--- src/hw/rtl/lou6502_pkg.sv ---
// ----------------------------------------------------------------------------
// lou6502_pkg
// Shared types and codes for the 6502 logical-operation addressing unit.
// ----------------------------------------------------------------------------
package lou6502_pkg;

    // Default memory address width and depth of the front-to-back queue
    localparam int ADDR_BITS_DEF = 16;
    localparam int Q_DEPTH       = 2;

    // Command codes
    localparam logic [2:0] CMD_WRITE = 3'd0;
    localparam logic [2:0] CMD_AND   = 3'd1;
    localparam logic [2:0] CMD_EOR   = 3'd2;
    localparam logic [2:0] CMD_ORA   = 3'd3;
    localparam logic [2:0] CMD_LOAD  = 3'd4;

    // Addressing mode codes
    localparam logic [3:0] MODE_IMM   = 4'd0;
    localparam logic [3:0] MODE_ZP    = 4'd1;
    localparam logic [3:0] MODE_ZP_X  = 4'd2;
    localparam logic [3:0] MODE_ABS   = 4'd3;
    localparam logic [3:0] MODE_ABS_X = 4'd4;
    localparam logic [3:0] MODE_ABS_Y = 4'd5;
    localparam logic [3:0] MODE_IND_X = 4'd6;
    localparam logic [3:0] MODE_IND_Y = 4'd7;

    // Request as seen on the input port
    typedef struct packed {
        logic [2:0]  cmd;
        logic [3:0]  mode;
        logic [15:0] operand;
        logic [7:0]  x_index;
        logic [7:0]  y_index;
        logic [7:0]  write_data;
    } t_in_item;

    // Result as seen on the output port
    typedef struct packed {
        logic [7:0] acc_out;
        logic       zero_out;
        logic       negative_out;
        logic       status;
    } t_out_item;

    // Class of a decoded request
    typedef enum logic [2:0] {
        K_WRITE,
        K_LOAD,
        K_IMM,
        K_DIRECT,
        K_INDIRECT,
        K_INVALID,
        K_NOP
    } t_kind;

    // Logical operation
    typedef enum logic [1:0] {
        ALU_AND,
        ALU_EOR,
        ALU_ORA
    } t_alu;

    // Decoded request handed from front to back
    typedef struct packed {
        t_kind       kind;
        t_alu        alu;
        logic [15:0] addr;   // effective address, or zero-page pointer
        logic [7:0]  y_add;  // added to the fetched pointer
        logic [7:0]  data;   // write byte, immediate or load value
    } t_op;

    // Queue fill status
    typedef struct packed {
        logic empty;
        logic full;
    } t_q_stat;

endpackage

--- src/hw/rtl/lou6502_queue.sv ---
// ----------------------------------------------------------------------------
// lou6502_queue
// Short queue of decoded requests between the front and the back.
// ----------------------------------------------------------------------------
module lou6502_queue
    import lou6502_pkg::*;
(
    input  logic    i_clk,
    input  logic    i_rst_n,
    input  logic    i_push,
    input  t_op     i_op,
    input  logic    i_pop,
    output t_op     o_op,
    output t_q_stat o_q_stat
);

    localparam int PTR_W = (Q_DEPTH > 1) ? $clog2(Q_DEPTH) : 1;
    localparam int CNT_W = $clog2(Q_DEPTH + 1);

    t_op              r_entry [Q_DEPTH];
    logic [PTR_W-1:0] r_wr_ptr, n_wr_ptr;
    logic [PTR_W-1:0] r_rd_ptr, n_rd_ptr;
    logic [CNT_W-1:0] r_count, n_count;

    // Advance pointers with wrap and track fill level
    always_comb begin
        n_wr_ptr = r_wr_ptr;
        n_rd_ptr = r_rd_ptr;
        n_count  = r_count;
        if (i_push) begin
            n_wr_ptr = (r_wr_ptr == PTR_W'(Q_DEPTH - 1)) ? '0 : r_wr_ptr + 1'b1;
        end
        if (i_pop) begin
            n_rd_ptr = (r_rd_ptr == PTR_W'(Q_DEPTH - 1)) ? '0 : r_rd_ptr + 1'b1;
        end
        if (i_push && !i_pop) begin
            n_count = r_count + 1'b1;
        end else if (i_pop && !i_push) begin
            n_count = r_count - 1'b1;
        end
    end

    // Hold control state
    always_ff @(posedge i_clk) begin
        if (!i_rst_n) begin
            r_wr_ptr <= '0;
            r_rd_ptr <= '0;
            r_count  <= '0;
        end else begin
            r_wr_ptr <= n_wr_ptr;
            r_rd_ptr <= n_rd_ptr;
            r_count  <= n_count;
        end
    end

    // Store entries
    always_ff @(posedge i_clk) begin
        if (i_push) begin
            r_entry[r_wr_ptr] <= i_op;
        end
    end

    assign o_op           = r_entry[r_rd_ptr];
    assign o_q_stat.empty = (r_count == '0);
    assign o_q_stat.full  = (r_count == CNT_W'(Q_DEPTH));

endmodule

--- config.mk ---
export PLATFORM = sky130hd
export DESIGN_NAME = lou6502_queue
export DESIGN_NICKNAME = d
export VERILOG_FILES = /design/src/hw/rtl/lou6502_pkg.sv /design/src/hw/rtl/lou6502_queue.sv
export SDC_FILE = /design/constraint.sdc
export NUM_CORES = 1
export LEC_CHECK = 0
export BUFFER_PORTS_ARGS = -buffer_cell sky130_fd_sc_hd__buf_2
export CELL_PAD_IN_SITES_DETAIL_PLACEMENT = 0
export CELL_PAD_IN_SITES_GLOBAL_PLACEMENT = 1
export CORE_MARGIN = 2
export CORE_UTILIZATION = 35
export CTS_BUF_LIST = sky130_fd_sc_hd__clkbuf_4 sky130_fd_sc_hd__clkbuf_8 sky130_fd_sc_hd__clkbuf_16
export CTS_CLUSTER_DIAMETER = 50
export DETAILED_ROUTE_END_ITERATION = 8
export PLACE_DENSITY = 0.68
export SYNTH_ARGS = -nofsm -noshare
export SYNTH_HDL_FRONTEND = slang
export SYNTH_SLANG_ARGS = --single-unit
--- constraint.sdc ---
create_clock -name i_clk -period 3.9 [get_ports i_clk]
set_input_delay 0 -clock i_clk [delete_from_list [all_inputs] [get_ports i_clk]]
set_output_delay 0 -clock i_clk [all_outputs]
set_load 0.005 [all_outputs]
==> out/metrics.cfg, run 1 <==
[worst_hold_path]
worstHoldPathType = input port to register

[floorplan]
core_mm2 = 0.00813
die_w_um = 95.0
num_io_pins = 80
dieHeight_um = 95.0
placementRows = 33
initial_core_util_pct = 35.6
die-area_mm2 = 0.00902

[drt]
final_antenna_net_count = 0
wl_per_cell_um = 13.9
vias = 1580
first_pass_iters = 4
drt_iter0_markers = 53
drt_wl_total_um = 5170
drc = 0
viasPerCell = 4.26

[sta]
tightest_slew_ns = 1.12
rsz0062_at_grt = false
maxSlewHeadroom_pct = 25.4
fmax_ghz = 0.545
setup_viol = 0
hold_ws_ns = 0.0226
hold_violations = 0
setup_tns_ns = 0
post-route-period-util_pct = 47.1
post-route-min-period_ns = 1.84
worst_slack_ns = 2.06
slew_violations = 0
clock_skew_ns = 0.00576

[worst_setup_path]
arrival_ns = 1.84
slowest_stage = dfxtp_2
path_cells = mux2_2 -> buf_2
max_stage_delay_ns = 0.93
worstPathMaxFanout = 37
required_ns = 3.90
cp_top_family = flip-flops
critical_path_class = register to output pin
worstSetupStartpointType = register
crit_buf_inv = 1
endpoint_kind = output pin

[power]
p_clk_share_pct = 39.2
leakagePower_nw = 1.54
powerDensity_mw_per_mm2 = 486
power_frac_seq_pct = 51.1
ir_worst_vdd_mv = 0.209
p_sw_w = 0.000384
p_int_w = 0.00158
combPwrFrac_pct = 9.7
swShare_pct = 19.5

[placement]
pre_cts_slack_ns = 2.25
dp_hpwl_um = 2950
gp_congestion = 0.646
io_buffers = 79

[grt]
overflow = 0
antenna_found_initial = 0
grt_pass1_wl_um = 7470
grt_pass1_vias = 1546
grt_max_degree = 39
grtUsageTotal_pct = 11.7

[clock_tree]
post_cts_buffers = 0
clk_pin_slew_ns = 0.08
clock_sinks = 79
clock-root-buffer = clkbuf_8
cts_tree = built
htreeDepth = 3
clkLatencyLatePin_ns = 0.33
postCtsHoldBufs = 39
postCtsResizedCells = 0
cts_buffers = 9
cts_buffer_depth = 2

[finish]
diodes = 0
layout-area-overhead-vs-synth_pct = 39.5
num-fill-cells = 697
fin_nets = 304
final_cell_mix = 79 x buf_2, 74 x edfxtp_1, 39 x dlygate4sd3_1
final_common_cell = buf_2
layout-drive-gt1-share_pct = 50.4

[synthesis]
synth_cells = 137
synth_nets = 179
yosys.cell_types.count = 17
netlist_area_mm2 = 0.00290
ys_seq_elements = 79
synth_warnings = 0
ys_seq_area_share_pct = 80.2
syn_area_per_cell_um2 = 21.1

[outcome]
status = finished, final reports clean

[run]
cap_violations = 0

==> power groups by stage <==
stage / registers (W) / clock network (W) / logic (W)
floorplan: 0.00101 / 0 / 0.000100
global placement: 0.00102 / 0 / 0.000161
detailed placement: 0.00102 / 0 / 0.000162
CTS: 0.00101 / 0.000788 / 0.000194
global route: 0.00101 / 0.000828 / 0.000209
finish: 0.00100 / 0.000771 / 0.000191
==> path summary, 6_finish.rpt <==
check / cells after the start / slack (ns) / endpoint / startpoint
worst max-delay path: 2 / 2.06 / o_op[27] / register
worst min-delay path: 3 / 0.02 / r_wr_ptr$_SDFFE_PN0P_ / i_push
worst max register to register: 1 / 2.30 / r_entry[0][34]$_DFFE_PP_ / r_wr_ptr$_SDFFE_PN0P_
worst min register to register: 2 / 0.51 / r_count[1]$_SDFFE_PN0P_ / r_count[1]$_SDFFE_PN0P_
==> cell families (layout without fill, tap and decap cells) <==
kind of cell	Yosys count	in the layout	share of synthesized area (%)
XOR/XNOR	3	3	0.907
flip-flops	79	79	80.2
buffers and inverters	5	134	1.47
adder cells (fa/ha/maj)	1	1	0.432
multiplexers	37	37	14.4
AO/OA/AOI/OAI	3	3	0.691
AND/OR/NAND/NOR	9	9	1.94
==> Yosys cell counts <==
master / count / area share, %
a21boi_1: 1 / 0.26
o21a_1: 1 / 0.26
xnor2_1: 1 / 0.30
nor2_1: 1 / 0.13
nor2b_1: 2 / 0.43
o21ai_0: 1 / 0.17
and2b_2: 1 / 0.30
and2_1: 4 / 0.86
mux2_2: 37 / 14
edfxtp_1: 74 / 77
xor2_1: 2 / 0.60
buf_2: 1 / 0.17
buf_6: 3 / 1.2
inv_1: 1 / 0.13
or3_1: 1 / 0.22
dfxtp_1: 5 / 3.5
ha_1: 1 / 0.43
==> final cells by class <==
cell class	count	area [um2]	area share (%)
clock buffers	9	124	3.07
clock inverters	6	133	3.28
inverters	1	3.75	0.0929
multi-input cells	53	541	13.4
flip-flops and latches	79	2320	57.5
well taps	105	131	3.25
repair buffers	118	786	19.4
==> sequential cells by signal, indices dropped and copies added (netlist names), named ones only <==
| name | count |
|---|---|
| r_rd_ptr | 1 |
| r_wr_ptr | 1 |
| r_count | 2 |
| r_entry | 74 |
==> routing by layer <==
metal | part of all wire, % | wire length, um | track usage (%)
met5 | 0 | 0 | 0
met1 | 46 | 2370 | 14.3
met3 | 5.1 | 263 | 3.03
met4 | 1.1 | 56 | 6.88
met2 | 48 | 2480 | 18.8
==> per-stage QoR <==
| step | area, um2 | utilization [%] | total power [W] | std cells |
|---|---|---|---|---|
| 6_report | 4040 | 49.7 | 0.00197 | 371 |
| 4_1_cts | 4040 | 49.7 | 0.00199 | 371 |
| 3_5_place_dp | 3390 | 41.7 | 0.00119 | 317 |
| 3_3_place_gp | 3390 | 41.7 | 0.00118 | 317 |
| 2_1_floorplan | 2900 | - | 0.00111 | 137 |
| 5_1_grt | 4040 | 49.7 | 0.00205 | 371 |
No activity file was read; power rests on OpenSTA's default activity.
==> run 2, diff against run 1 <==
Clock period 3.9 ns to 1.85 ns, I/O delays scaled along.
==> out/metrics.cfg, run 2 (synthesis results as in run 1) <==
[floorplan]
core_mm2 = 0.00813  ; unchanged
initial_core_util_pct = 35.6  ; unchanged
dieHeight_um = 95.0  ; unchanged
die_w_um = 95.0  ; unchanged
die-area_mm2 = 0.00902  ; unchanged
placementRows = 33  ; unchanged
num_io_pins = 80  ; unchanged

[grt]
grt_pass1_vias = 1778  ; +15%
grt_max_degree = 38  ; -2.6%
grtUsageTotal_pct = 11.9  ; +0.17 points
overflow = 0  ; unchanged
grt_pass1_wl_um = 7920  ; +6.1%
antenna_found_initial = 0  ; unchanged

[sta]
maxSlewHeadroom_pct = 77.6  ; +52 points
setup_tns_ns = 0  ; unchanged
tightest_slew_ns = 0.336  ; -0.782 ns
hold_ws_ns = 0.0279  ; +0.00532 ns
slew_violations = 0  ; unchanged
setup_viol = 0  ; unchanged
hold_violations = 0  ; unchanged
post-route-period-util_pct = 76.8
fmax_ghz = 0.704
post-route-min-period_ns = 1.42
rsz0062_at_grt = false
worst_slack_ns = 0.429  ; -1.64 ns
clock_skew_ns = 0.00522  ; -0.000541 ns

[finish]
largest_register_ffs = 74  ; unchanged
fin_util_pct = 49.2  ; -0.46 points
final_common_cell = buf_2
num-fill-cells = 704  ; +1.0%
fin_nets = 308  ; +1.3%
final_cell_mix = 79 x buf_2, 74 x edfxtp_1, 39 x dlygate4sd3_1
layout-area-overhead-vs-synth_pct = 38.2
layout-drive-gt1-share_pct = 50.9  ; +0.55 points
layoutNonFillerInstCount = 376  ; +1.3%
largest_register = r_entry
diodes = 0  ; unchanged
reg_top3 = r_entry (74), r_count (2)

[placement]
dp_hpwl_um = 3160  ; +7.1%
gp_congestion = 0.646  ; about the same
place_inst = 321  ; +1.3%
io_buffers = 79  ; unchanged
pre_cts_slack_ns = 0.726  ; -1.53 ns

[drt]
final_antenna_net_count = 0  ; unchanged
drt_wl_total_um = 5100  ; -1.4%
first_pass_iters = 4  ; unchanged
vias = 1641  ; +3.9%
drt_iter0_markers = 52  ; -1.9%
drc = 0  ; unchanged
wl_per_cell_um = 13.6  ; -2.8%
viasPerCell = 4.36  ; +2.5%

[clock_tree]
clkLatencyLatePin_ns = 0.33  ; about the same
post_cts_buffers = 0  ; unchanged
clock_sinks = 79  ; unchanged
htreeDepth = 3  ; unchanged
clk_pin_slew_ns = 0.08  ; about the same
postCtsHoldBufs = 39  ; unchanged
postCtsResizedCells = 0  ; unchanged
cts_tree = built
clock-root-buffer = clkbuf_8
cts_buffers = 9  ; unchanged
cts_buffer_depth = 2  ; unchanged

[power]
ir_worst_vdd_mv = 0.411  ; +96%
leakagePower_nw = 1.52  ; -1.6%
powerDensity_mw_per_mm2 = 894  ; +84%

[run]
cap_violations = 0  ; unchanged

[worst_setup_path]
worstPathMaxFanout = 37  ; unchanged
arrival_ns = 1.42  ; -0.42 ns
required_ns = 1.85  ; -2.05 ns
critical_path_class = register to output pin
worstSetupStartpointType = register
endpoint_kind = output pin

[worst_hold_path]
worstHoldPathType = input port to register

[outcome]
status = finished, final reports clean

-- run 2: critical path: stages (launching register included) --
cell	delay [ns]
dfxtp_2	0.35
buf_12	0.22
mux2_2	0.37
buf_2	0.13
-- run 2: stage by stage --
step	area, um2	total power, W
2_1_floorplan	2900	0.00233
3_3_place_gp	3450	0.00252
3_5_place_dp	3450	0.00252
4_1_cts	4000	0.00364
5_1_grt	4000	0.00376
6_report	4000	0.00358
-- run 2: worst paths after layout --
kind	from	endpoint	slack, ns	cells after the start
max	register	o_op[35]	0.43	3
min reg2reg	r_count[1]$_SDFFE_PN0P_	r_count[1]$_SDFFE_PN0P_	0.51	2
min	i_push	r_wr_ptr$_SDFFE_PN0P_	0.03	3
max reg2reg	r_wr_ptr$_SDFFE_PN0P_	r_entry[0][36]$_DFFE_PP_	0.72	2
-- run 2: where the power goes --
group / total, W / internal, W / switching, W
sequential: 0.00209 / 0.00206 / 0.0000262
clock: 0.00104 / 0.000472 / 0.000572
combinational: 0.000450 / 0.000263 / 0.000187
-- run 2: cell type report --
cell class,instances,area [um2],area share [%]
flip-flops and latches,79,2320,58.0
repair buffers,122,841,21.0
multi-input cells,53,541,13.5
well taps,105,131,3.28
clock buffers,9,124,3.09
clock inverters,7,40.0,1.00
inverters,1,3.75,0.0938
-- run 2: per-layer routing --
layer  global-route usage (%)  up-vias  wire length [um]
li1                         -      787                 -
met1                     13.8      796              2230
met2                     20.7       50              2530
met3                     3.43        8               260
met4                     4.71        0                70
met5                        0        -                 0
