File: src/hw/rtl/lou6502_pkg.sv
// ----------------------------------------------------------------------------
// lou6502_pkg
// Shared types and codes for the 6502 logical-operation addressing unit.
// ----------------------------------------------------------------------------
package lou6502_pkg;

    // Default memory address width and depth of the front-to-back queue
    localparam int ADDR_BITS_DEF = 16;
    localparam int Q_DEPTH       = 2;

    // Command codes
    localparam logic [2:0] CMD_WRITE = 3'd0;
    localparam logic [2:0] CMD_AND   = 3'd1;
    localparam logic [2:0] CMD_EOR   = 3'd2;
    localparam logic [2:0] CMD_ORA   = 3'd3;
    localparam logic [2:0] CMD_LOAD  = 3'd4;

    // Addressing mode codes
    localparam logic [3:0] MODE_IMM   = 4'd0;
    localparam logic [3:0] MODE_ZP    = 4'd1;
    localparam logic [3:0] MODE_ZP_X  = 4'd2;
    localparam logic [3:0] MODE_ABS   = 4'd3;
    localparam logic [3:0] MODE_ABS_X = 4'd4;
    localparam logic [3:0] MODE_ABS_Y = 4'd5;
    localparam logic [3:0] MODE_IND_X = 4'd6;
    localparam logic [3:0] MODE_IND_Y = 4'd7;

    // Request as seen on the input port
    typedef struct packed {
        logic [2:0]  cmd;
        logic [3:0]  mode;
        logic [15:0] operand;
        logic [7:0]  x_index;
        logic [7:0]  y_index;
        logic [7:0]  write_data;
    } t_in_item;

    // Result as seen on the output port
    typedef struct packed {
        logic [7:0] acc_out;
        logic       zero_out;
        logic       negative_out;
        logic       status;
    } t_out_item;

    // Class of a decoded request
    typedef enum logic [2:0] {
        K_WRITE,
        K_LOAD,
        K_IMM,
        K_DIRECT,
        K_INDIRECT,
        K_INVALID,
        K_NOP
    } t_kind;

    // Logical operation
    typedef enum logic [1:0] {
        ALU_AND,
        ALU_EOR,
        ALU_ORA
    } t_alu;

    // Decoded request handed from front to back
    typedef struct packed {
        t_kind       kind;
        t_alu        alu;
        logic [15:0] addr;   // effective address, or zero-page pointer
        logic [7:0]  y_add;  // added to the fetched pointer
        logic [7:0]  data;   // write byte, immediate or load value
    } t_op;

    // Queue fill status
    typedef struct packed {
        logic empty;
        logic full;
    } t_q_stat;

endpackage

File: src/hw/rtl/lou6502_front.sv
// ----------------------------------------------------------------------------
// lou6502_front
// Accepts requests and classifies them: decodes command and addressing mode,
// and forms the effective address or zero-page pointer.
// ----------------------------------------------------------------------------
module lou6502_front
    import lou6502_pkg::*;
(
    input  logic     push,
    output logic     full,
    input  t_in_item i_in_item,
    input  t_q_stat  i_q_stat,
    output logic     o_q_push,
    output t_op      o_op
);

    logic [7:0] zp;
    logic [7:0] zp_x;

    assign zp   = i_in_item.operand[7:0];
    assign zp_x = zp + i_in_item.x_index;

    // Accept while the queue has room
    assign full     = i_q_stat.full;
    assign o_q_push = push & ~i_q_stat.full;

    // Classify the request
    always_comb begin
        o_op.kind  = K_NOP;
        o_op.alu   = ALU_AND;
        o_op.addr  = i_in_item.operand;
        o_op.y_add = 8'h00;
        o_op.data  = i_in_item.write_data;

        case (i_in_item.cmd)
            CMD_WRITE: begin
                o_op.kind = K_WRITE;
            end
            CMD_AND, CMD_EOR, CMD_ORA: begin
                case (i_in_item.cmd)
                    CMD_AND: o_op.alu = ALU_AND;
                    CMD_EOR: o_op.alu = ALU_EOR;
                    default: o_op.alu = ALU_ORA;
                endcase
                case (i_in_item.mode)
                    MODE_IMM: begin
                        o_op.kind = K_IMM;
                        o_op.data = zp;
                    end
                    MODE_ZP: begin
                        o_op.kind = K_DIRECT;
                        o_op.addr = {8'h00, zp};
                    end
                    MODE_ZP_X: begin
                        o_op.kind = K_DIRECT;
                        o_op.addr = {8'h00, zp_x};
                    end
                    MODE_ABS: begin
                        o_op.kind = K_DIRECT;
                    end
                    MODE_ABS_X: begin
                        o_op.kind = K_DIRECT;
                        o_op.addr = i_in_item.operand + {8'h00, i_in_item.x_index};
                    end
                    MODE_ABS_Y: begin
                        o_op.kind = K_DIRECT;
                        o_op.addr = i_in_item.operand + {8'h00, i_in_item.y_index};
                    end
                    MODE_IND_X: begin
                        o_op.kind = K_INDIRECT;
                        o_op.addr = {8'h00, zp_x};
                    end
                    MODE_IND_Y: begin
                        o_op.kind  = K_INDIRECT;
                        o_op.addr  = {8'h00, zp};
                        o_op.y_add = i_in_item.y_index;
                    end
                    default: begin
                        o_op.kind = K_INVALID;
                    end
                endcase
            end
            CMD_LOAD: begin
                o_op.kind = K_LOAD;
                o_op.data = zp;
            end
            default: begin
                o_op.kind = K_NOP;
            end
        endcase
    end

endmodule

File: config.mk
export PLATFORM = sky130hd
export DESIGN_NAME = lou6502_front
export DESIGN_NICKNAME = d
export VERILOG_FILES = /design/src/hw/rtl/lou6502_pkg.sv /design/src/hw/rtl/lou6502_front.sv
export SDC_FILE = /design/constraint.sdc
export NUM_CORES = 1
export LEC_CHECK = 0
export ABC_AREA = 1
export BUFFER_PORTS_ARGS = -buffer_cell sky130_fd_sc_hd__buf_4
export CELL_PAD_IN_SITES_DETAIL_PLACEMENT = 2
export CELL_PAD_IN_SITES_GLOBAL_PLACEMENT = 2
export CORE_MARGIN = 4
export CORE_UTILIZATION = 20
export DETAILED_ROUTE_END_ITERATION = 7
export PLACE_DENSITY = 0.93
export SYNTH_ARGS = -nofsm -noshare
export SYNTH_HDL_FRONTEND = slang
export SYNTH_SLANG_ARGS = --single-unit
export TNS_END_PERCENT = 30
File: constraint.sdc
create_clock -name vclk -period 4.65
set_clock_uncertainty 0.2 [all_clocks]
set_input_delay 1.395 -clock vclk [all_inputs]
set_output_delay 1.395 -clock vclk [all_outputs]
set_load 0.1 [all_outputs]
==> results of run 1 <==
-- logic make-up (layout without fill, tap and decap cells) --
family | count (synthesis) | in the layout | share of synthesized area, %
AND/OR/NAND/NOR | 197 | 198 | 51.0
XOR/XNOR | 3 | 3 | 1.50
multiplexers | 2 | 2 | 1.29
AO/OA/AOI/OAI | 51 | 51 | 16.2
buffers and inverters | 65 | 216 | 14.9
adder cells (fa/ha/maj) | 20 | 20 | 15.2
-- metal layers --
layer	track usage (%)	vias up	share of wire (%)
li1	-	1412	-
met1	29.6	1607	37
met5	0	-	0
met2	52.1	178	52
met4	8.49	0	6.0
met3	3.03	75	4.9
-- stage by stage --
stage / hold WS, ps / utilization, %
after floorplan: 2800 / -
after detailed placement: 2930 / 37.0
after CTS: 2930 / 42.8
final: 2930 / 46.9
after global placement: 2930 / 37.0
after global routing: 2930 / 46.9
-- cell type report --
| cell class | instances | area share [%] |
|---|---|---|
| inverters | 60 | 6.69 |
| multi-input cells | 274 | 53.4 |
| well taps | 105 | 3.36 |
| repair buffers | 156 | 36.5 |
-- what timing repair did --
action / 4_1_cts / 5_1_grt
gates resized for setup: 106 / 58
hold endpoints to repair: 0 / 0
cloned: 1 / 0
pin swaps: 27 / 29
endpoints found under the setup margin: 15 / 15
setup buffers: 6 / 10
-- layout by cell type (no fill, tap or decap), types with 8 or more instances in the layout --
master / instances
a21oi_1: 11
buf_12: 17
buf_4: 129
buf_6: 8
ha_1: 8
ha_4: 9
inv_1: 48
nand2_1: 70
nand2_2: 29
nand2_4: 12
nand3_1: 16
nand3_2: 12
nand4_1: 10
nor2_1: 20
nor3_1: 11
o21ai_2: 9
o21ai_4: 11
-- power by group through the flow --
| stage | clock network, mW | registers, mW | logic, mW |
|---|---|---|---|
| 3_5_place_dp | 0 | 0 | 0.492 |
| 5_1_grt | 0 | 0 | 0.692 |
| 3_3_place_gp | 0 | 0 | 0.463 |
| 2_1_floorplan | 0 | 0 | 0.311 |
| 6_report | 0 | 0 | 0.671 |
| 4_1_cts | 0 | 0 | 0.562 |
-- worst max path at each step --
stage / end / slack, ps / depth (start not counted)
floorplan: o_op[10] / -790 / 4
global placement: o_op[29] / -570 / 18
detailed placement: o_op[25] / -830 / 18
CTS: o_op[27] / -420 / 20
global route: o_op[30] / -730 / 16
finish: o_op[22] / -690 / 18
==> qor.csv, run 1 <==
stage;metric;value;unit
run_status;status;finished, violations left;
run_status;violations;negative setup slack;
power;p_per_area;172;mW/mm^2
global_routing;grt_max_degree;13;
yosys;yosysTopAreaCell;nand2_1;
setup_path;cp_num_buf_inv;7;
routing;avgRoutedWirePerCell;28.6;um
sta;tns;-8960;ps
global_routing;grt_pass1_wl;21.2;mm
finish;design_area;0.00391;sq mm
yosys;synth_area_leaders;nand2_1, ha_1, inv_1, nand3_1, a21oi_1;
global_routing;grt_remaining_overflow;0;
yosys;synth.most_common_cell;nand2_1;
routing;drtIter0Drc;140;
floorplan;coreArea;0.00834;sq mm
setup_path;end_kind;primary output;
placed_design;routabilityCongestion;0.834;
sta;finalMaxSlewViolations;0;
routing;firstDrtPassIters;4;
yosys;synthDistinctLibCells;33;
power;p_seq_share;0;%
power;swShare;64.8;%
hold_path;hp-start;i_q_stat[0];
yosys;yosys_warnings;0;
yosys;syn_nets;408;
finish;clock_buffers;0;
flow_run;cap_viol_max_count;0;
setup_path;crit_type;in2out;
placed_design;post_dp_cell_area;0.00308;sq mm
yosys;syn_inst;338;
finish;multi_input_area;0.00209;sq mm
power;combPwrFrac;100.0;%
setup_path;cp-start-kind;primary input;
global_routing;grt_usage;26.7;%
power;vdd_drop_max;101;uV
floorplan;start_util;21.0;%
floorplan;die_area;0.0103;sq mm
routing;routed-via-count;3272;
placed_design;io_buffers;88;
sta;worst_slew_pin_slew;427;ps
floorplan;dieWidth;101;um
setup_path;cp.arrival;3740;ps
cts;ctsHoldBuffers;0;
hold_path;hold_path.class;in2out;
hold_path;hold-path-endpoint;full;
setup_path;crit_family;buffers and inverters;
finish;design.seq.count;0;
setup_path;cp_max_fo;5;
routing;viasPerCell;5.50;
finish;syn_to_final_growth;124;%
sta;finalHoldViolations;0;
placed_design;pre_cts_ws;-830;ps
power;clkPwrFrac;0;%
setup_path;cp_slowest_stage_delay;260;ps
yosys;syn-cell-area;0.00175;sq mm
power;intPower;0.236;mW
sta;setup_viol;21;
power;power;0.671;mW
placed_design;dp_hpwl;9.09;mm
finish;instances_no_fill;595;
floorplan;pin_count;89;
setup_path;cp.required;3050;ps
sta;finalWorstSetupSlack;-690;ps
finish;n_antenna_cell;0;
placed_design;place_inst;578;
power;p_switching;0.435;mW
sta;fmax;187;MHz
power;p_leak;1.98;nW
sta;finalCriticalPeriod;5340;ps
yosys;synth_area_per_cell;5.17;sq um
setup_path;crit_path_start;i_in_item[41];
setup_path;slowest_stage;ha_4;
yosys;synthTopCellsByCount;nand2_1, inv_1, nand3_1;
global_routing;antenna_found_initial;0;
hold_path;min_path_cells;2;
sta;grt_setup_unrepaired;true;
finish;drive_above_1_share;56.3;%
floorplan;die_h;101;um
finish;fillerInstances;965;
routing;drc_errors;0;
finish;final_nets;562;
yosys;synth_top_area_share;23.4;%
yosys;ys_seq_area_share;0;%
sta;slew_headroom;71.5;%
routing;antenna_left;0;
finish;layout.area.seq;0;sq um
setup_path;path_cells;buf_8 -> inv_6 -> nand3_4 -> inv_6 -> nand2_8 -> buf_6 -> o21ai_2 -> ha_4 -> a21oi_2 -> buf_4 -> buf_4 -> nand3_2 -> nand2_1 -> nand3_2 -> nand2_1 -> nand2_1 -> nand2_1 -> buf_12;
global_routing;grt_pass1_vias;3635;
sta;fin_crit_sh;115;%
setup_path;path_common_cell;nand2_1;
routing;drt_wl_total;17.0;mm
floorplan;rows;33;
Note: power is estimated with default switching activity, not from simulation.
==> run 2: changes to the inputs <==
Settings changed: ABC_AREA 1 to 0, CORE_UTILIZATION 20 to 23, GPL_TIMING_DRIVEN set to 1, PLACE_DENSITY 0.93 to 0.95.
Clock period 4.65 ns to 5.04 ns, I/O delays scaled along.
==> run 2 against run 1 <==
Critical path depth fell by 3. First-iteration DRC count fell by 40%. Combinational power fell by 24%. Highest routed layer unchanged. Cell count fell by 30%. Wire length fell by 30%. Core utilization rose by 6.0 points. Die area fell by 27%. Synthesized area fell by 19%. Via count fell by 30%. Synthesized cell count fell by 42%. The flow still finishes with violations (negative setup slack).
==> qor.csv, run 2 <==
stage;metric;value;unit;change
floorplan;pin_count;89;;unchanged
sta;finalWorstSetupSlack;-931;ps;-242 ps
finish;drive_above_1_share;62.5;%;+6.1 points
finish;final_nets;413;;-27%
routing;drt_wl_total;11.8;mm;-30%
yosys;synthTopCellsByCount;ha_1, nand2_1, mux2_2;;
finish;clock_buffers;0;;unchanged
hold_path;hold_path.class;in2out;;
global_routing;antenna_found_initial;0;;unchanged
routing;viasPerCell;5.54;;+0.67%
power;intPower;0.195;mW;-17%
run_status;status;finished, violations left;;
floorplan;coreArea;0.00596;sq mm;-29%
power;combPwrFrac;100.0;%;about the same
sta;finalHoldViolations;0;;unchanged
yosys;syn_inst;195;;-42%
yosys;syn_nets;265;;-35%
yosys;synth_top_area_share;15.9;%;-7.5 points
sta;finalCriticalPeriod;5970;ps;
setup_path;cp.arrival;4260;ps;+520 ps
floorplan;start_util;23.8;%;+2.9 points
routing;antenna_left;0;;unchanged
yosys;yosysTopAreaCell;ha_1;;
routing;routed-via-count;2303;;-30%
sta;fin_crit_sh;118;%;
setup_path;critPathCapture;o_op[31];;
placed_design;io_buffers;88;;unchanged
yosys;synth.most_common_cell;ha_1;;
finish;final_util;52.9;%;+6.0 points
setup_path;end_kind;primary output;;
floorplan;die_h;86.6;um;-15%
yosys;synth_area_leaders;ha_1, mux2_2, xor2_1, and2_1, a21oi_1;;
finish;layout.area.seq;0;sq um;unchanged
setup_path;cp-start-kind;primary input;;
power;p_per_area;161;mW/mm^2;-6.1%
global_routing;grt_pass1_wl;16.2;mm;-24%
routing;drc_errors;0;;unchanged
power;swShare;61.5;%;-3.4 points
power;clkPwrFrac;0;%;unchanged
floorplan;die_area;0.00750;sq mm;-27%
finish;n_antenna_cell;0;;unchanged
yosys;syn-cell-area;0.00142;sq mm;-19%
routing;avgRoutedWirePerCell;28.4;um;-0.46%
sta;worst_slew_pin_slew;601;ps;+174 ps
yosys;ys_seq_area_share;0;%;unchanged
setup_path;crit_path_start;i_in_item[42];;
finish;design.seq.count;0;;unchanged
power;p_seq_share;0;%;unchanged
power;p_leak;1.45;nW;-27%
flow_run;cap_viol_max_count;0;;unchanged
placed_design;dp_hpwl;6.88;mm;-24%
yosys;synthDistinctLibCells;47;;+42%
setup_path;crit_type;in2out;;
global_routing;grt_usage;27.9;%;+1.2 points
placed_design;routabilityCongestion;0.788;;-5.6%
sta;fmax;167;MHz;
sta;grt_setup_unrepaired;true;;
power;vdd_drop_max;92.9;uV;-8.0%
finish;syn_to_final_growth;122;%;
routing;firstDrtPassIters;4;;unchanged
sta;slew_headroom;59.4;%;-12 points
setup_path;cp.required;3330;ps;+280 ps
floorplan;rows;28;;-15%
sta;setup_viol;16;;-24%
setup_path;cp_max_fo;6;;+1
finish;fillerInstances;632;;-35%
sta;finalMaxSlewViolations;0;;unchanged
finish;final_cell_mix;buf_4, nand2_1, buf_12;;
yosys;yosys_warnings;0;;unchanged
global_routing;grt_remaining_overflow;0;;unchanged
finish;final_common_cell;buf_4;;
run_status;violations;negative setup slack;;
global_routing;grt_max_degree;11;;-2
sta;tns;-11480;ps;-2530 ps
global_routing;grt_pass1_vias;2728;;-25%
floorplan;dieWidth;86.6;um;-15%
yosys;synth_area_per_cell;7.28;sq um;+41%
routing;drtIter0Drc;84;;-40%
power;p_switching;0.312;mW;-28%
## run 2: cell count changes after synthesis, sizes merged, moves of 6 or more
| cell | delta |
|---|---|
| a21oi | -7 |
| and2 | +11 |
| inv | -53 |
| mux2 | +13 |
| nand2 | -95 |
| nand3 | -22 |
| nand4 | -7 |
| nor2 | -15 |
| nor2b | +7 |
| nor3 | -7 |
| o21ai | -10 |
| xor2 | +6 |
## run 2: cells by family after synthesis
logic type	after synthesis	share of synthesized area [%]
multiplexers	15	11.9
adder cells (fa/ha/maj)	20	18.7
XOR/XNOR	11	6.78
AO/OA/AOI/OAI	60	28.6
AND/OR/NAND/NOR	78	30.7
buffers and inverters	11	3.35
## run 2: worst max-delay path: stages
cell,delay (ps)
buf_6,90
nor2b_4,120
and2b_2,200
and2_4,170
buf_12,140
mux2_4,340
ha_4,290
nand4_1,100
a21oi_2,220
o21ai_2,120
nand2b_4,120
nand4_1,130
or3_4,420
o21ai_4,80
buf_12,190
## run 2: metal layers
metal | global-route usage, % | wire [um] | vias to the layer above
met5 | 0 | 0 | -
met4 | 5.24 | 350 | 0
met3 | 2.85 | 526 | 24
met2 | 54.2 | 6060 | 97
met1 | 32.7 | 4890 | 1159
li1 | - | - | 1023
## run 2: how the worst min path moves through the flow
stage,cells after the start,to,startpoint,slack [ps]
floorplan,1,o_op[29],i_in_item[37],3010
global placement,2,full,i_q_stat[0],3160
detailed placement,2,full,i_q_stat[0],3160
CTS,3,o_op[29],i_in_item[37],3140
global route,2,full,i_q_stat[0],3170
finish,3,o_op[29],i_in_item[37],3170
## run 2: what timing repair did
| action | in CTS | in global routing |
|---|---|---|
| endpoints found under the setup margin | 15 | 16 |
| buffers inserted | 7 | 4 |
| gates resized for setup | 62 | 6 |
| hold buffers | 0 | 0 |
| pin swaps | 22 | 10 |
## run 2: cell type report
type	count	area, sq um	share of cell area [%]
Tap cell	75	93.8	2.98
Timing Repair Buffer	150	1310	41.5
Multi-Input combinational cell	184	1720	54.7
Inverter	7	26.3	0.835
## run 2: power groups by stage
stage	logic [mW]	clock network, mW	registers, mW
2_1_floorplan	0.265	0	0
6_report	0.507	0	0
3_5_place_dp	0.417	0	0
5_1_grt	0.524	0	0
4_1_cts	0.467	0	0
3_3_place_gp	0.395	0	0
## run 2: per-stage QoR
step / hold WS [ps] / cell area (sq um) / instances / worst slack (ps) / power, mW
finish: 3170 / 3150 / 416 / -931 / 0.507
global route: 3170 / 3150 / 416 / -1040 / 0.524
CTS: 3140 / 3090 / 412 / -916 / 0.467
detailed placement: 3160 / 2740 / 406 / -1140 / 0.417
global placement: 3160 / 2740 / 406 / -1020 / 0.395
floorplan: 3010 / 1610 / 195 / -887 / 0.265
==> run 3: changes to the inputs <==
Settings changed: BUFFER_PORTS_ARGS -buffer_cell sky130_fd_sc_hd__buf_4 to -buffer_cell sky130_fd_sc_hd__buf_2, CORE_MARGIN 4 to 2.
Clock period 5.04 ns to 6.3 ns, I/O delays scaled along.
==> run 3 against run 2 <==
The run still ends with negative setup slack left. Sequential cell count unchanged. Hold slack better by 770 ps. Die area fell by 9.0%. Core utilization is 4.1 points lower. Design area fell by 7.8%.
==> qor.csv, run 3 (synthesis results as in run 2) <==
stage;metric;value;unit;change
global_routing;grt_max_degree;11;;unchanged
floorplan;die_h;82.6;um;-4.6%
finish;design.seq.count;0;;unchanged
sta;fin_crit_sh;108;%;
sta;finalWorstSetupSlack;-508;ps;+423 ps
power;vdd_drop_max;61.0;uV;-34%
power;power;0.383;mW;-24%
power;clkPwrFrac;0;%;unchanged
routing;drc_errors;0;;unchanged
sta;slew_headroom;65.4;%;+6.0 points
sta;setup_viol;13;;-3
run_status;status;finished, violations left;;
routing;firstDrtPassIters;4;;unchanged
hold_path;hold_path.class;in2out;;
setup_path;cp_max_fo;5;;-1
power;intPower;0.139;mW;-29%
placed_design;dp_hpwl;6.56;mm;-4.6%
power;combPwrFrac;100.0;%;about the same
finish;final_nets;387;;-6.3%
floorplan;start_util;23.8;%;unchanged
setup_path;cp-start-kind;primary input;;
global_routing;grt_usage;27.3;%;-0.58 points
global_routing;grt_pass1_vias;2491;;-8.7%
routing;routed-via-count;2170;;-5.8%
power;swShare;63.8;%;+2.3 points
routing;avgRoutedWirePerCell;24.7;um;-13%
placed_design;place_inst;379;;-6.7%
setup_path;cp.arrival;4720;ps;+460 ps
sta;finalCriticalPeriod;6810;ps;
sta;finalMaxSlewViolations;0;;unchanged
finish;instances_no_fill;390;;-6.3%
finish;n_antenna_cell;0;;unchanged
floorplan;die_area;0.00682;sq mm;-9.0%
sta;fmax;147;MHz;
finish;fillerInstances;684;;+8.2%
hold_path;min_path_cells;3;;unchanged
floorplan;dieWidth;82.6;um;-4.6%
finish;layout.area.seq;0;sq um;unchanged
power;p_per_area;132;mW/mm^2;-18%
finish;final_cell_mix;buf_2, buf_4, buf_12;;
setup_path;cp.required;4210;ps;+880 ps
routing;drt_wl_total;9.65;mm;-18%
global_routing;antenna_found_initial;0;;unchanged
sta;grt_setup_unrepaired;true;;
flow_run;cap_viol_max_count;0;;unchanged
routing;viasPerCell;5.56;;+0.51%
power;p_leak;1.31;nW;-9.7%
global_routing;use_met1;30.1;%;-2.6 points
power;p_switching;0.244;mW;-22%
sta;tns;-4400;ps;+7080 ps
global_routing;grt_util_met3;2.39;%;-0.46 points
placed_design;pre_cts_ws;-586;ps;+549 ps
setup_path;end_kind;primary output;;
placed_design;io_buffers;88;;unchanged
floorplan;rows;28;;unchanged
sta;finalHoldViolations;0;;unchanged
global_routing;grt_remaining_overflow;0;;unchanged
finish;clock_buffers;0;;unchanged
cts;ctsHoldBuffers;0;;unchanged
power;p_seq_share;0;%;unchanged
global_routing;top_usage_layer;met2;;
floorplan;coreArea;0.00596;sq mm;unchanged
floorplan;pin_count;89;;unchanged
hold_path;hold-path-endpoint;o_op[29];;
run_status;violations;negative setup slack;;
finish;drive_above_1_share;61.0;%;-1.5 points
routing;antenna_left;0;;unchanged
sta;whs;3940;ps;+770 ps
placed_design;routabilityCongestion;0.798;;+1.4%
global_routing;met2_usage;55.2;%;+0.92 points
setup_path;crit_type;in2out;;
finish;final_common_cell;buf_2;;
finish;syn_to_final_growth;104;%;
sta;worst_slew_pin_slew;512;ps;-88.9 ps
routing;drtIter0Drc;87;;+3.6%
global_routing;grt_pass1_wl;13.8;mm;-15%
hold_path;hp-start;i_in_item[37];;
[run 3: worst max-delay path by stage]
stage | start | to | slack (ps) | cells after the start
4_1_cts | i_in_item[42] | o_op[28] | -450 | 16
6_report | i_in_item[41] | o_op[28] | -510 | 13
5_1_grt | i_in_item[41] | o_op[31] | -550 | 14
3_3_place_gp | i_in_item[42] | o_op[28] | -430 | 16
3_5_place_dp | i_in_item[41] | o_op[31] | -590 | 15
2_1_floorplan | i_in_item[42] | o_op[28] | -380 | 15
[run 3: metal layers]
metal	share of wire, %	up-vias	wire (um)
li1	-	982	-
met1	37	1063	3600
met2	54	103	5250
met3	4.8	22	462
met4	3.4	0	331
met5	0	-	0
[run 3: power groups by stage]
stage	clock network (mW)	logic, mW	registers, mW
floorplan	0	0.212	0
global placement	0	0.311	0
detailed placement	0	0.330	0
CTS	0	0.356	0
global route	0	0.398	0
finish	0	0.383	0
[run 3: cell type report]
type                            instances  area (sq um)  share of cell area, %
Multi-Input combinational cell        184          1800                   61.9
Timing Repair Buffer                  124           987                   34.0
Inverter                                7          26.3                  0.905
Tap cell                               75          93.8                   3.23
[run 3: through the flow]
step                      util, %  cell area [sq um]
after floorplan                 -               1610
after global routing         48.7               2900
after detailed placement     42.9               2560
after global placement       42.9               2560
after CTS                    46.8               2790
final                        48.7               2900
[run 3: repair_timing]
item,4_1_cts,5_1_grt
pin swaps,21,12
setup endpoints to repair,12,14
buffers inserted,9,3
resized for setup,30,15
[run 3: critical path: stages]
cell and delay (ps):
buf_8 100, nor2b_4 110, and2b_2 170, and2_4 200, buf_12 130, buf_4 120
mux2_2 330, ha_1 420, nand2_1 200, o21a_4 280, or4_4 500, nand3_4 90
buf_12 180
